<file path="src/sv/clw_pkg.sv">
// ---------------------------------------------------------------------------
// clw_pkg: shared types and constants for the character LCD text writer
// Request codes, byte selects and the command/status bundles that pass
// between the controller and the datapath.
// ---------------------------------------------------------------------------
`default_nettype none

package clw_pkg;

    localparam int ROW_LENGTH = 16;
    localparam int CNT_W      = $clog2(2 * ROW_LENGTH);
    localparam int BYTE_W     = 8;
    localparam int FUNC_W     = 3;
    localparam int ROW_W      = 2;
    localparam int VALUE_W    = 31;
    localparam int CFG_IDX_W  = 2;
    localparam int NUM_DIGITS = 10;
    localparam int BCD_W      = 4 * NUM_DIGITS;
    localparam int BITCNT_W   = $clog2(VALUE_W + 1);
    localparam int DIGCNT_W   = $clog2(NUM_DIGITS + 1);

    localparam logic [BYTE_W-1:0] ASCII_ZERO    = 8'd48;
    localparam logic [BYTE_W-1:0] ROW_ONE_RESET = 8'd128;
    localparam logic [BYTE_W-1:0] ROW_TWO_RESET = 8'd192;
    localparam logic [BYTE_W-1:0] CLEAR_RESET   = 8'd1;

    typedef enum logic [FUNC_W-1:0] {
        FUNC_TEXT   = 3'd0,
        FUNC_RAW    = 3'd1,
        FUNC_CURSOR = 3'd2,
        FUNC_NUMBER = 3'd3,
        FUNC_CLEAR  = 3'd4
    } func_t;

    typedef enum logic [CFG_IDX_W-1:0] {
        CFG_ROW_ONE = 2'd0,
        CFG_ROW_TWO = 2'd1,
        CFG_CLEAR   = 2'd2
    } cfg_idx_t;

    typedef enum logic [2:0] {
        SEL_BYTE,
        SEL_ROW_ONE,
        SEL_ROW_TWO,
        SEL_CLEAR,
        SEL_CURSOR,
        SEL_DIGIT
    } byte_sel_t;

    typedef struct packed {
        logic      load;
        logic      conv_start;
        logic      conv_step;
        logic      digit_shift;
        logic      count_step;
        logic      emit;
        logic      rs;
        logic      last;
        byte_sel_t sel;
    } clw_cmd_t;

    typedef struct packed {
        func_t func;
        logic  cursor_ok;
        logic  hits_row;
        logic  hits_end;
        logic  conv_done;
        logic  top_zero;
        logic  last_digit;
        logic  out_free;
    } clw_stat_t;

    // one double-dabble correction: add 3 to every digit of 5 or more
    function automatic logic [BCD_W-1:0] bcd_adjust(input logic [BCD_W-1:0] bcd);
        logic [BCD_W-1:0] res;
        res = bcd;
        for (int i = 0; i < NUM_DIGITS; i++)
        begin
            if (bcd[4*i +: 4] >= 4'd5)
                res[4*i +: 4] = bcd[4*i +: 4] + 4'd3;
        end
        return res;
    endfunction

endpackage

`default_nettype wire

</file>
<file path="src/sv/char_lcd_text_writer.sv">
// ---------------------------------------------------------------------------
// char_lcd_text_writer: request front end for a 16x2 character LCD
// Turns text, command, cursor, number and clear requests into LCD writes.
//
//   channel   signals                                          direction
//   request   in_valid/in_ready, func, byte_value, end_of_text, in
//             row_select, column, value
//   write     out_valid/out_ready, reg_select, bus_byte,       out
//             last_write
//   config    cfg_valid/cfg_ready, cfg_index, cfg_data          in
//
// One request at a time: the request is latched and decoded, then one write
// beat per cycle while the output register drains. A number runs 31 BCD
// shift steps plus one done check, then skips leading zeros, leaves the
// zero-skip loop and writes its digit beats; leading-zero skips and digit
// beats number 10 together.
// Reset loads the default command codes and clears the text count.
// A stalled write beat holds the sequencer; the config port never stalls.
// ---------------------------------------------------------------------------
`default_nettype none

module char_lcd_text_writer (
    input  wire logic                           clk,
    input  wire logic                           rst_n,
    input  wire logic                           in_valid,
    output logic                                in_ready,
    input  wire logic [clw_pkg::FUNC_W-1:0]     func,
    input  wire logic [clw_pkg::BYTE_W-1:0]     byte_value,
    input  wire logic                           end_of_text,
    input  wire logic [clw_pkg::ROW_W-1:0]      row_select,
    input  wire logic [clw_pkg::BYTE_W-1:0]     column,
    input  wire logic [clw_pkg::VALUE_W-1:0]    value,
    output logic                                out_valid,
    input  wire logic                           out_ready,
    output logic                                reg_select,
    output logic [clw_pkg::BYTE_W-1:0]          bus_byte,
    output logic                                last_write,
    input  wire logic                           cfg_valid,
    output logic                                cfg_ready,
    input  wire logic [clw_pkg::CFG_IDX_W-1:0]  cfg_index,
    input  wire logic [clw_pkg::BYTE_W-1:0]     cfg_data
);

    clw_pkg::clw_cmd_t  cmd;
    clw_pkg::clw_stat_t stat;

    assign cfg_ready = 1'b1;

    clw_ctrl u_ctrl (
        .clk      (clk),
        .rst_n    (rst_n),
        .in_valid (in_valid),
        .in_ready (in_ready),
        .stat     (stat),
        .cmd      (cmd)
    );

    clw_dp u_dp (
        .clk         (clk),
        .rst_n       (rst_n),
        .cfg_valid   (cfg_valid),
        .cfg_index   (cfg_index),
        .cfg_data    (cfg_data),
        .func        (func),
        .byte_value  (byte_value),
        .end_of_text (end_of_text),
        .row_select  (row_select),
        .column      (column),
        .value       (value),
        .out_ready   (out_ready),
        .out_valid   (out_valid),
        .reg_select  (reg_select),
        .bus_byte    (bus_byte),
        .last_write  (last_write),
        .cmd         (cmd),
        .stat        (stat)
    );

endmodule

`default_nettype wire

</file>
<file path="src/sv/clw_ctrl.sv">
// ---------------------------------------------------------------------------
// clw_ctrl: request sequencer
// Decodes the latched request and steps the datapath through its writes,
// holding each write until the output register has room.
// ---------------------------------------------------------------------------
`default_nettype none

module clw_ctrl (
    input  wire logic               clk,
    input  wire logic               rst_n,
    input  wire logic               in_valid,
    output logic                    in_ready,
    input  wire clw_pkg::clw_stat_t stat,
    output clw_pkg::clw_cmd_t       cmd
);

    typedef enum logic [3:0] {
        ST_IDLE,
        ST_DECODE,
        ST_TEXT_CHAR,
        ST_ROW_TWO,
        ST_WRAP_CLEAR,
        ST_HOME,
        ST_SINGLE,
        ST_CONVERT,
        ST_SKIP,
        ST_DIGIT
    } state_t;

    state_t state_reg;
    state_t state_next;

    assign in_ready = (state_reg == ST_IDLE);

    always_comb
    begin
        cmd        = '0;
        cmd.sel    = clw_pkg::SEL_BYTE;
        state_next = state_reg;
        case (state_reg)
            ST_IDLE:
            begin
                if (in_valid)
                begin
                    cmd.load   = 1'b1;
                    state_next = ST_DECODE;
                end
            end
            ST_DECODE:
            begin
                case (stat.func)
                    clw_pkg::FUNC_TEXT:   state_next = ST_TEXT_CHAR;
                    clw_pkg::FUNC_RAW:    state_next = ST_SINGLE;
                    clw_pkg::FUNC_CLEAR:  state_next = ST_SINGLE;
                    clw_pkg::FUNC_CURSOR: state_next = stat.cursor_ok ? ST_SINGLE : ST_IDLE;
                    clw_pkg::FUNC_NUMBER:
                    begin
                        cmd.conv_start = 1'b1;
                        state_next     = ST_CONVERT;
                    end
                    default:              state_next = ST_IDLE;
                endcase
            end
            ST_TEXT_CHAR:
            begin
                if (stat.out_free)
                begin
                    cmd.emit       = 1'b1;
                    cmd.rs         = 1'b1;
                    cmd.sel        = clw_pkg::SEL_BYTE;
                    cmd.last       = !(stat.hits_row || stat.hits_end);
                    cmd.count_step = 1'b1;
                    if (stat.hits_row)
                        state_next = ST_ROW_TWO;
                    else if (stat.hits_end)
                        state_next = ST_WRAP_CLEAR;
                    else
                        state_next = ST_IDLE;
                end
            end
            ST_ROW_TWO:
            begin
                if (stat.out_free)
                begin
                    cmd.emit   = 1'b1;
                    cmd.sel    = clw_pkg::SEL_ROW_TWO;
                    cmd.last   = 1'b1;
                    state_next = ST_IDLE;
                end
            end
            ST_WRAP_CLEAR:
            begin
                if (stat.out_free)
                begin
                    cmd.emit   = 1'b1;
                    cmd.sel    = clw_pkg::SEL_CLEAR;
                    state_next = ST_HOME;
                end
            end
            ST_HOME:
            begin
                if (stat.out_free)
                begin
                    cmd.emit   = 1'b1;
                    cmd.sel    = clw_pkg::SEL_ROW_ONE;
                    cmd.last   = 1'b1;
                    state_next = ST_IDLE;
                end
            end
            ST_SINGLE:
            begin
                if (stat.out_free)
                begin
                    cmd.emit = 1'b1;
                    cmd.last = 1'b1;
                    case (stat.func)
                        clw_pkg::FUNC_RAW:    cmd.sel = clw_pkg::SEL_BYTE;
                        clw_pkg::FUNC_CURSOR: cmd.sel = clw_pkg::SEL_CURSOR;
                        default:              cmd.sel = clw_pkg::SEL_CLEAR;
                    endcase
                    state_next = ST_IDLE;
                end
            end
            ST_CONVERT:
            begin
                if (stat.conv_done)
                    state_next = ST_SKIP;
                else
                    cmd.conv_step = 1'b1;
            end
            ST_SKIP:
            begin
                // drop leading zeros, always keep the units digit
                if (stat.top_zero && !stat.last_digit)
                    cmd.digit_shift = 1'b1;
                else
                    state_next = ST_DIGIT;
            end
            ST_DIGIT:
            begin
                if (stat.out_free)
                begin
                    cmd.emit        = 1'b1;
                    cmd.rs          = 1'b1;
                    cmd.sel         = clw_pkg::SEL_DIGIT;
                    cmd.last        = stat.last_digit;
                    cmd.digit_shift = 1'b1;
                    if (stat.last_digit)
                        state_next = ST_IDLE;
                end
            end
            default:
            begin
                state_next = ST_IDLE;
            end
        endcase
    end

    always_ff @(posedge clk or negedge rst_n)
    begin
        if (!rst_n)
            state_reg <= ST_IDLE;
        else
            state_reg <= state_next;
    end

endmodule

`default_nettype wire

</file>
<file path="src/sv/clw_dp.sv">
// ---------------------------------------------------------------------------
// clw_dp: datapath of the character LCD text writer
// Configuration registers, latched request, text count, serial
// binary-to-BCD converter and the output write register.
// ---------------------------------------------------------------------------
`default_nettype none

module clw_dp (
    input  wire logic                            clk,
    input  wire logic                            rst_n,
    input  wire logic                            cfg_valid,
    input  wire logic [clw_pkg::CFG_IDX_W-1:0]   cfg_index,
    input  wire logic [clw_pkg::BYTE_W-1:0]      cfg_data,
    input  wire logic [clw_pkg::FUNC_W-1:0]      func,
    input  wire logic [clw_pkg::BYTE_W-1:0]      byte_value,
    input  wire logic                            end_of_text,
    input  wire logic [clw_pkg::ROW_W-1:0]       row_select,
    input  wire logic [clw_pkg::BYTE_W-1:0]      column,
    input  wire logic [clw_pkg::VALUE_W-1:0]     value,
    input  wire logic                            out_ready,
    output logic                                 out_valid,
    output logic                                 reg_select,
    output logic [clw_pkg::BYTE_W-1:0]           bus_byte,
    output logic                                 last_write,
    input  wire clw_pkg::clw_cmd_t               cmd,
    output clw_pkg::clw_stat_t                   stat
);

    localparam int CNT_W = clw_pkg::CNT_W;
    localparam int BCD_W = clw_pkg::BCD_W;

    logic [clw_pkg::BYTE_W-1:0]   row_one_reg;
    logic [clw_pkg::BYTE_W-1:0]   row_two_reg;
    logic [clw_pkg::BYTE_W-1:0]   clear_reg;

    clw_pkg::func_t               func_reg;
    logic [clw_pkg::BYTE_W-1:0]   byte_reg;
    logic                         eot_reg;
    logic [clw_pkg::ROW_W-1:0]    row_reg;
    logic [clw_pkg::BYTE_W-1:0]   column_reg;

    logic [CNT_W-1:0]             count_reg;
    logic [CNT_W:0]               count_inc;

    logic [clw_pkg::VALUE_W-1:0]  bin_reg;
    logic [BCD_W-1:0]             bcd_reg;
    logic [BCD_W-1:0]             bcd_adj;
    logic [clw_pkg::BITCNT_W-1:0] bit_cnt_reg;
    logic [clw_pkg::DIGCNT_W-1:0] dig_cnt_reg;
    logic [3:0]                   top_digit;

    logic                         out_valid_reg;
    logic                         rs_reg;
    logic [clw_pkg::BYTE_W-1:0]   bus_reg;
    logic                         last_reg;
    logic [clw_pkg::BYTE_W-1:0]   byte_next;

    assign count_inc = {1'b0, count_reg} + {{CNT_W{1'b0}}, 1'b1};
    assign bcd_adj   = clw_pkg::bcd_adjust(bcd_reg);
    assign top_digit = bcd_reg[BCD_W-1 -: 4];

    assign stat.func       = func_reg;
    assign stat.cursor_ok  = ((row_reg == 2'd1)
                              && (column_reg < clw_pkg::BYTE_W'(clw_pkg::ROW_LENGTH)))
                             || (row_reg == 2'd2);
    assign stat.hits_row   = (count_inc == (CNT_W+1)'(clw_pkg::ROW_LENGTH));
    assign stat.hits_end   = (count_inc >= (CNT_W+1)'(2 * clw_pkg::ROW_LENGTH));
    assign stat.conv_done  = (bit_cnt_reg == '0);
    assign stat.top_zero   = (top_digit == 4'd0);
    assign stat.last_digit = (dig_cnt_reg == clw_pkg::DIGCNT_W'(1));
    assign stat.out_free   = !out_valid_reg || out_ready;

    always_comb
    begin
        case (cmd.sel)
            clw_pkg::SEL_BYTE:    byte_next = byte_reg;
            clw_pkg::SEL_ROW_ONE: byte_next = row_one_reg;
            clw_pkg::SEL_ROW_TWO: byte_next = row_two_reg;
            clw_pkg::SEL_CLEAR:   byte_next = clear_reg;
            clw_pkg::SEL_CURSOR:  byte_next = ((row_reg == 2'd1) ? row_one_reg : row_two_reg)
                                              + column_reg;
            clw_pkg::SEL_DIGIT:   byte_next = clw_pkg::ASCII_ZERO + {4'd0, top_digit};
            default:              byte_next = byte_reg;
        endcase
    end

    // configuration and text count
    always_ff @(posedge clk or negedge rst_n)
    begin
        if (!rst_n)
        begin
            row_one_reg <= clw_pkg::ROW_ONE_RESET;
            row_two_reg <= clw_pkg::ROW_TWO_RESET;
            clear_reg   <= clw_pkg::CLEAR_RESET;
            count_reg   <= '0;
        end
        else
        begin
            if (cfg_valid)
            begin
                case (cfg_index)
                    clw_pkg::CFG_ROW_ONE: row_one_reg <= cfg_data;
                    clw_pkg::CFG_ROW_TWO: row_two_reg <= cfg_data;
                    clw_pkg::CFG_CLEAR:   clear_reg   <= cfg_data;
                    default:              ;
                endcase
            end
            if (cmd.count_step)
            begin
                if (stat.hits_end || eot_reg)
                    count_reg <= '0;
                else
                    count_reg <= count_inc[CNT_W-1:0];
            end
        end
    end

    // latched request, converter payload and output write register
    always_ff @(posedge clk)
    begin
        if (cmd.load)
        begin
            func_reg   <= clw_pkg::func_t'(func);
            byte_reg   <= byte_value;
            eot_reg    <= end_of_text;
            row_reg    <= row_select;
            column_reg <= column;
            bin_reg    <= value;
        end
        else if (cmd.conv_step)
        begin
            bin_reg <= {bin_reg[clw_pkg::VALUE_W-2:0], 1'b0};
        end

        if (cmd.conv_start)
            bcd_reg <= '0;
        else if (cmd.conv_step)
            bcd_reg <= {bcd_adj[BCD_W-2:0], bin_reg[clw_pkg::VALUE_W-1]};
        else if (cmd.digit_shift)
            bcd_reg <= {bcd_reg[BCD_W-5:0], 4'd0};

        if (cmd.emit)
        begin
            rs_reg   <= cmd.rs;
            bus_reg  <= byte_next;
            last_reg <= cmd.last;
        end
    end

    always_ff @(posedge clk or negedge rst_n)
    begin
        if (!rst_n)
        begin
            bit_cnt_reg   <= '0;
            dig_cnt_reg   <= '0;
            out_valid_reg <= 1'b0;
        end
        else
        begin
            if (cmd.conv_start)
                bit_cnt_reg <= clw_pkg::BITCNT_W'(clw_pkg::VALUE_W);
            else if (cmd.conv_step)
                bit_cnt_reg <= bit_cnt_reg - clw_pkg::BITCNT_W'(1);

            if (cmd.conv_start)
                dig_cnt_reg <= clw_pkg::DIGCNT_W'(clw_pkg::NUM_DIGITS);
            else if (cmd.digit_shift)
                dig_cnt_reg <= dig_cnt_reg - clw_pkg::DIGCNT_W'(1);

            if (cmd.emit)
                out_valid_reg <= 1'b1;
            else if (out_ready)
                out_valid_reg <= 1'b0;
        end
    end

    assign out_valid  = out_valid_reg;
    assign reg_select = rs_reg;
    assign bus_byte   = bus_reg;
    assign last_write = last_reg;

endmodule

`default_nettype wire

</file>
<file path="config.mk">
export PLATFORM = sky130hd
export DESIGN_NAME = char_lcd_text_writer
export DESIGN_NICKNAME = d
export VERILOG_FILES = /design/src/sv/clw_pkg.sv /design/src/sv/char_lcd_text_writer.sv /design/src/sv/clw_ctrl.sv /design/src/sv/clw_dp.sv
export SDC_FILE = /design/constraint.sdc
export NUM_CORES = 1
export LEC_CHECK = 0
export BUFFER_PORTS_ARGS = -buffer_cell sky130_fd_sc_hd__buf_2
export CORE_MARGIN = 2
export CORE_UTILIZATION = 38
export CTS_BUF_LIST = sky130_fd_sc_hd__clkbuf_4 sky130_fd_sc_hd__clkbuf_8
export CTS_CLUSTER_DIAMETER = 120
export DETAILED_ROUTE_END_ITERATION = 16
export GPL_TIMING_DRIVEN = 0
export PLACE_DENSITY_LB_ADDON = 0.08
export SLEW_MARGIN = 0
export SYNTH_ARGS = -nofsm -noshare
export SYNTH_HDL_FRONTEND = slang
export SYNTH_SLANG_ARGS = --single-unit
</file>
<file path="constraint.sdc">
create_clock -name clk -period 5 [get_ports clk]
set_input_delay 1.5 -clock clk [delete_from_list [all_inputs] [get_ports clk]]
set_output_delay 1.5 -clock clk [all_outputs]
set_load 0.02 [all_outputs]
</file>
==> metrics.md <==
| Metric | Value |
|---|---|
| Outcome | finished clean |
| Seq/Total Area, Yosys | 48.4% |
| Most common cell in the netlist | edfxtp_1 |
| Remaining antenna violation count | 0 |
| Cell taking the most area after synthesis | edfxtp_1 |
| Lkg Pwr | 3.56 nW |
| Distinct cells, synth | 67 |
| Max reg flops | 40 |
| Core area | 20200 um2 |
| TritonCTS Buffers | 17 |
| Ys Warns | 0 |
| Tmin final | 3.70 ns |
| Net Count, Synth | 818 |
| Tcrit/Tclk final | 74.1% |
| Worst-Margin Slew | 1.35 ns |
| Largest net degree at the start of global routing | 44 |
| Clk_skew | 0.0135 ns |
| Post-CTS Repair Setup Buffers | 0 |
| Cells along the critical path | buf_4 > buf_2 > nor3_1 > buf_2 |
| Port bufs | 79 |
| CTS root buf | clkbuf_8 |
| Synthesized instance count | 716 |
| Final setup violation count | 0 |
| Number of synthesized flops with an enable pin | 63 |
| H-Tree Depth | 4 |
| Reg clk slew, reported paths | 0.09 ns |
| F_max | 270 MHz |
| Clock Latency Late Sink | 0.47 ns |
| # IOs | 81 |
| Die H | 147 um |
| Peak VDD IR | 0.000251 V |
| Total Power | 4.71 mW |
| Clock sinks | 146 |
| # DRC | 0 |
| Core Rows | 52 |
| Main synth FF type | edfxtp_1 |
| Slowest stage delay, CP | 0.62 ns |
| Async S/R FF share, synth | 29.5% |
| RSZ-0062 raised after global routing | no |
| Starting Density | 38.6% |
| CP Data Required Time | 3.50 ns |
| Setup crit start kind | register |
| Worst hold path type | reg2reg |
| First-pass GRT wire length | 30800 um |
| Tot GR Track Use | 18.1% |
| Final-report max-slew violation count | 0 |
| Die area | 21700 um2 |
| Synth-to-layout area growth | 14.7% |
| Mapped Area | 7790 um2 |
| Top-area cell type share of the netlist area | 24.3% |
| Cell Count, Final, Fillers Out | 1099 |
| Setup_tns | 0 ns |
| Clock Tree Buf Depth | 2 |
| Critical Path Sink Type | primary output |
| Via count of the first global-routing pass | 5864 |
| FF+latch count, synth | 146 |
| Post-CTS Hold Fix Bufs | 0 |
| Area contributors post-synth | edfxtp_1 24%, dfrtp_1 13%, dfxtp_1 10% |
| Via count | 5876 |
| Relative slew slack | 9.11% |
| WS Path Type | reg2out |
| Remaining global-route overflow | 0 |
| Cell total after placement | 1065 |
| DP HPWL | 13400 um |
| Initial drt markers | 371 |
| Drt pass-1 iters | 4 |
| RD Place Congestion | 0.871 |
| CP max FO | 10 |
| WL met3 | 756 um |
| Final WL | 19100 um |
| Met1 wire length | 9160 um |
| TritonCTS clock tree | yes |
| Pwr per Cell Area | 526 nW/um2 |
| Avg Cell Area, Syn | 10.9 um2 |
| Max Used Layer | met4 |
| CP most frequent cell | buf_2 |
| Slowest CP cell | nor3_1 |
| WHS | 0.433 ns |
| Initial antenna violation count | 1 |
| Max-cap viol count | 0 |
| NumNets Final | 917 |
| Post_cts resized | 0 |
| Most frequent cells after synthesis | 63 x edfxtp_1, 62 x mux2_2, 54 x nor2_1 |
| Routed WL per cell | 17.4 um |
| Met2 routed WL | 8860 um |
| Vias per cell | 5.35 |
| Arrival time at the worst endpoint | 2.20 ns |
| Die X | 147 um |
| Layout cells sized above 1 | 28.5% |
| Final hold violation count | 0 |
[worst max-delay path: cells and delay by family (launching register included)]
kind	cells	cell delay [ns]
buffers and inverters	3	0.68
DFF	1	0.45
and+or+nand+nor	1	0.62
[worst paths after layout]
path | from | end | slack (ns) | cells past startpoint
min in group asynchronous | rst_n | u_dp.clear_reg[6] | 1.20 | 1
max in group asynchronous | rst_n | u_dp.bit_cnt_reg[0] | 3.15 | 1
hold / removal | u_dp.bin_reg[30] | u_dp.bcd_reg[0] | 0.43 | 2
setup reg to reg | u_ctrl.state_reg[2] | u_dp.byte_reg[2] | 1.86 | 6
hold reg to reg | u_dp.bin_reg[30] | u_dp.bcd_reg[0] | 0.43 | 2
setup / recovery | u_ctrl.state_reg[2] | in_ready | 1.30 | 4
[per-stage QoR]
stage / util, % / area [um2] / setup slack [ns]
2_1_floorplan: - / 7790 / 2.03
3_3_place_gp: 42.3 / 8530 / 1.48
3_5_place_dp: 42.3 / 8530 / 1.43
4_1_cts: 44.2 / 8910 / 1.24
5_1_grt: 44.3 / 8940 / 1.19
6_report: 44.3 / 8940 / 1.30
[logic make-up (layout without fill, tap and decap cells)]
| group | after synthesis | count (layout) | share of synthesized area (%) |
|---|---|---|---|
| AO/OA/AOI/OAI | 171 | 171 | 15.4 |
| XOR/XNOR | 26 | 26 | 2.92 |
| adder cells (fa/ha/maj) | 34 | 34 | 5.55 |
| buffers and inverters | 68 | 180 | 4.16 |
| flip-flops | 146 | 146 | 48.4 |
| multiplexers | 72 | 72 | 10.2 |
| other | 1 | 2 | 0.0481 |
| AND/OR/NAND/NOR | 198 | 198 | 13.2 |
[area by class of cell]
| class | instances | area, um2 |
|---|---|---|
| buffer | 37 | 208 |
| inverter | 31 | 116 |
| tap | 270 | 338 |
| fill | 1920 | 11200 |
| sequential | 146 | 3770 |
| timing repair buffer | 80 | 423 |
| clock buffer | 18 | 241 |
| antenna | 1 | 2.50 |
| clock inverter | 14 | 141 |
| multi-input combinational | 502 | 3700 |
[where the power goes]
| part | total, mW | internal [mW] | switching, mW | leakage (nW) |
|---|---|---|---|---|
| combinational | 1.78 | 0.804 | 0.973 | 1.94 |
| sequential | 2.00 | 1.70 | 0.299 | 1.42 |
| clock | 0.934 | 0.415 | 0.519 | 0.189 |
| total | 4.71 | 2.91 | 1.79 | 3.56 |
[cell usage in the layout (no fill, tap or decap), types with 17 or more instances in the layout]
cell type	n
a211oi_1	21
a21oi_1	40
buf_2	98
clkbuf_8	17
dfrtp_1	39
dfxtp_1	40
edfxtp_1	63
ha_1	33
inv_1	30
mux2_2	62
nand2_1	42
nand2b_1	18
nand3_1	18
nor2_1	54
nor3_1	18
o21ai_0	34
xnor2_1	22
[routing by layer]
metal,GRT usage [%],vias to the layer above
li1,-,2843
met1,24.7,2877
met2,29.3,133
met3,3.45,23
met4,5.38,0
met5,0,-
Note: power is estimated with default switching activity, not from simulation.
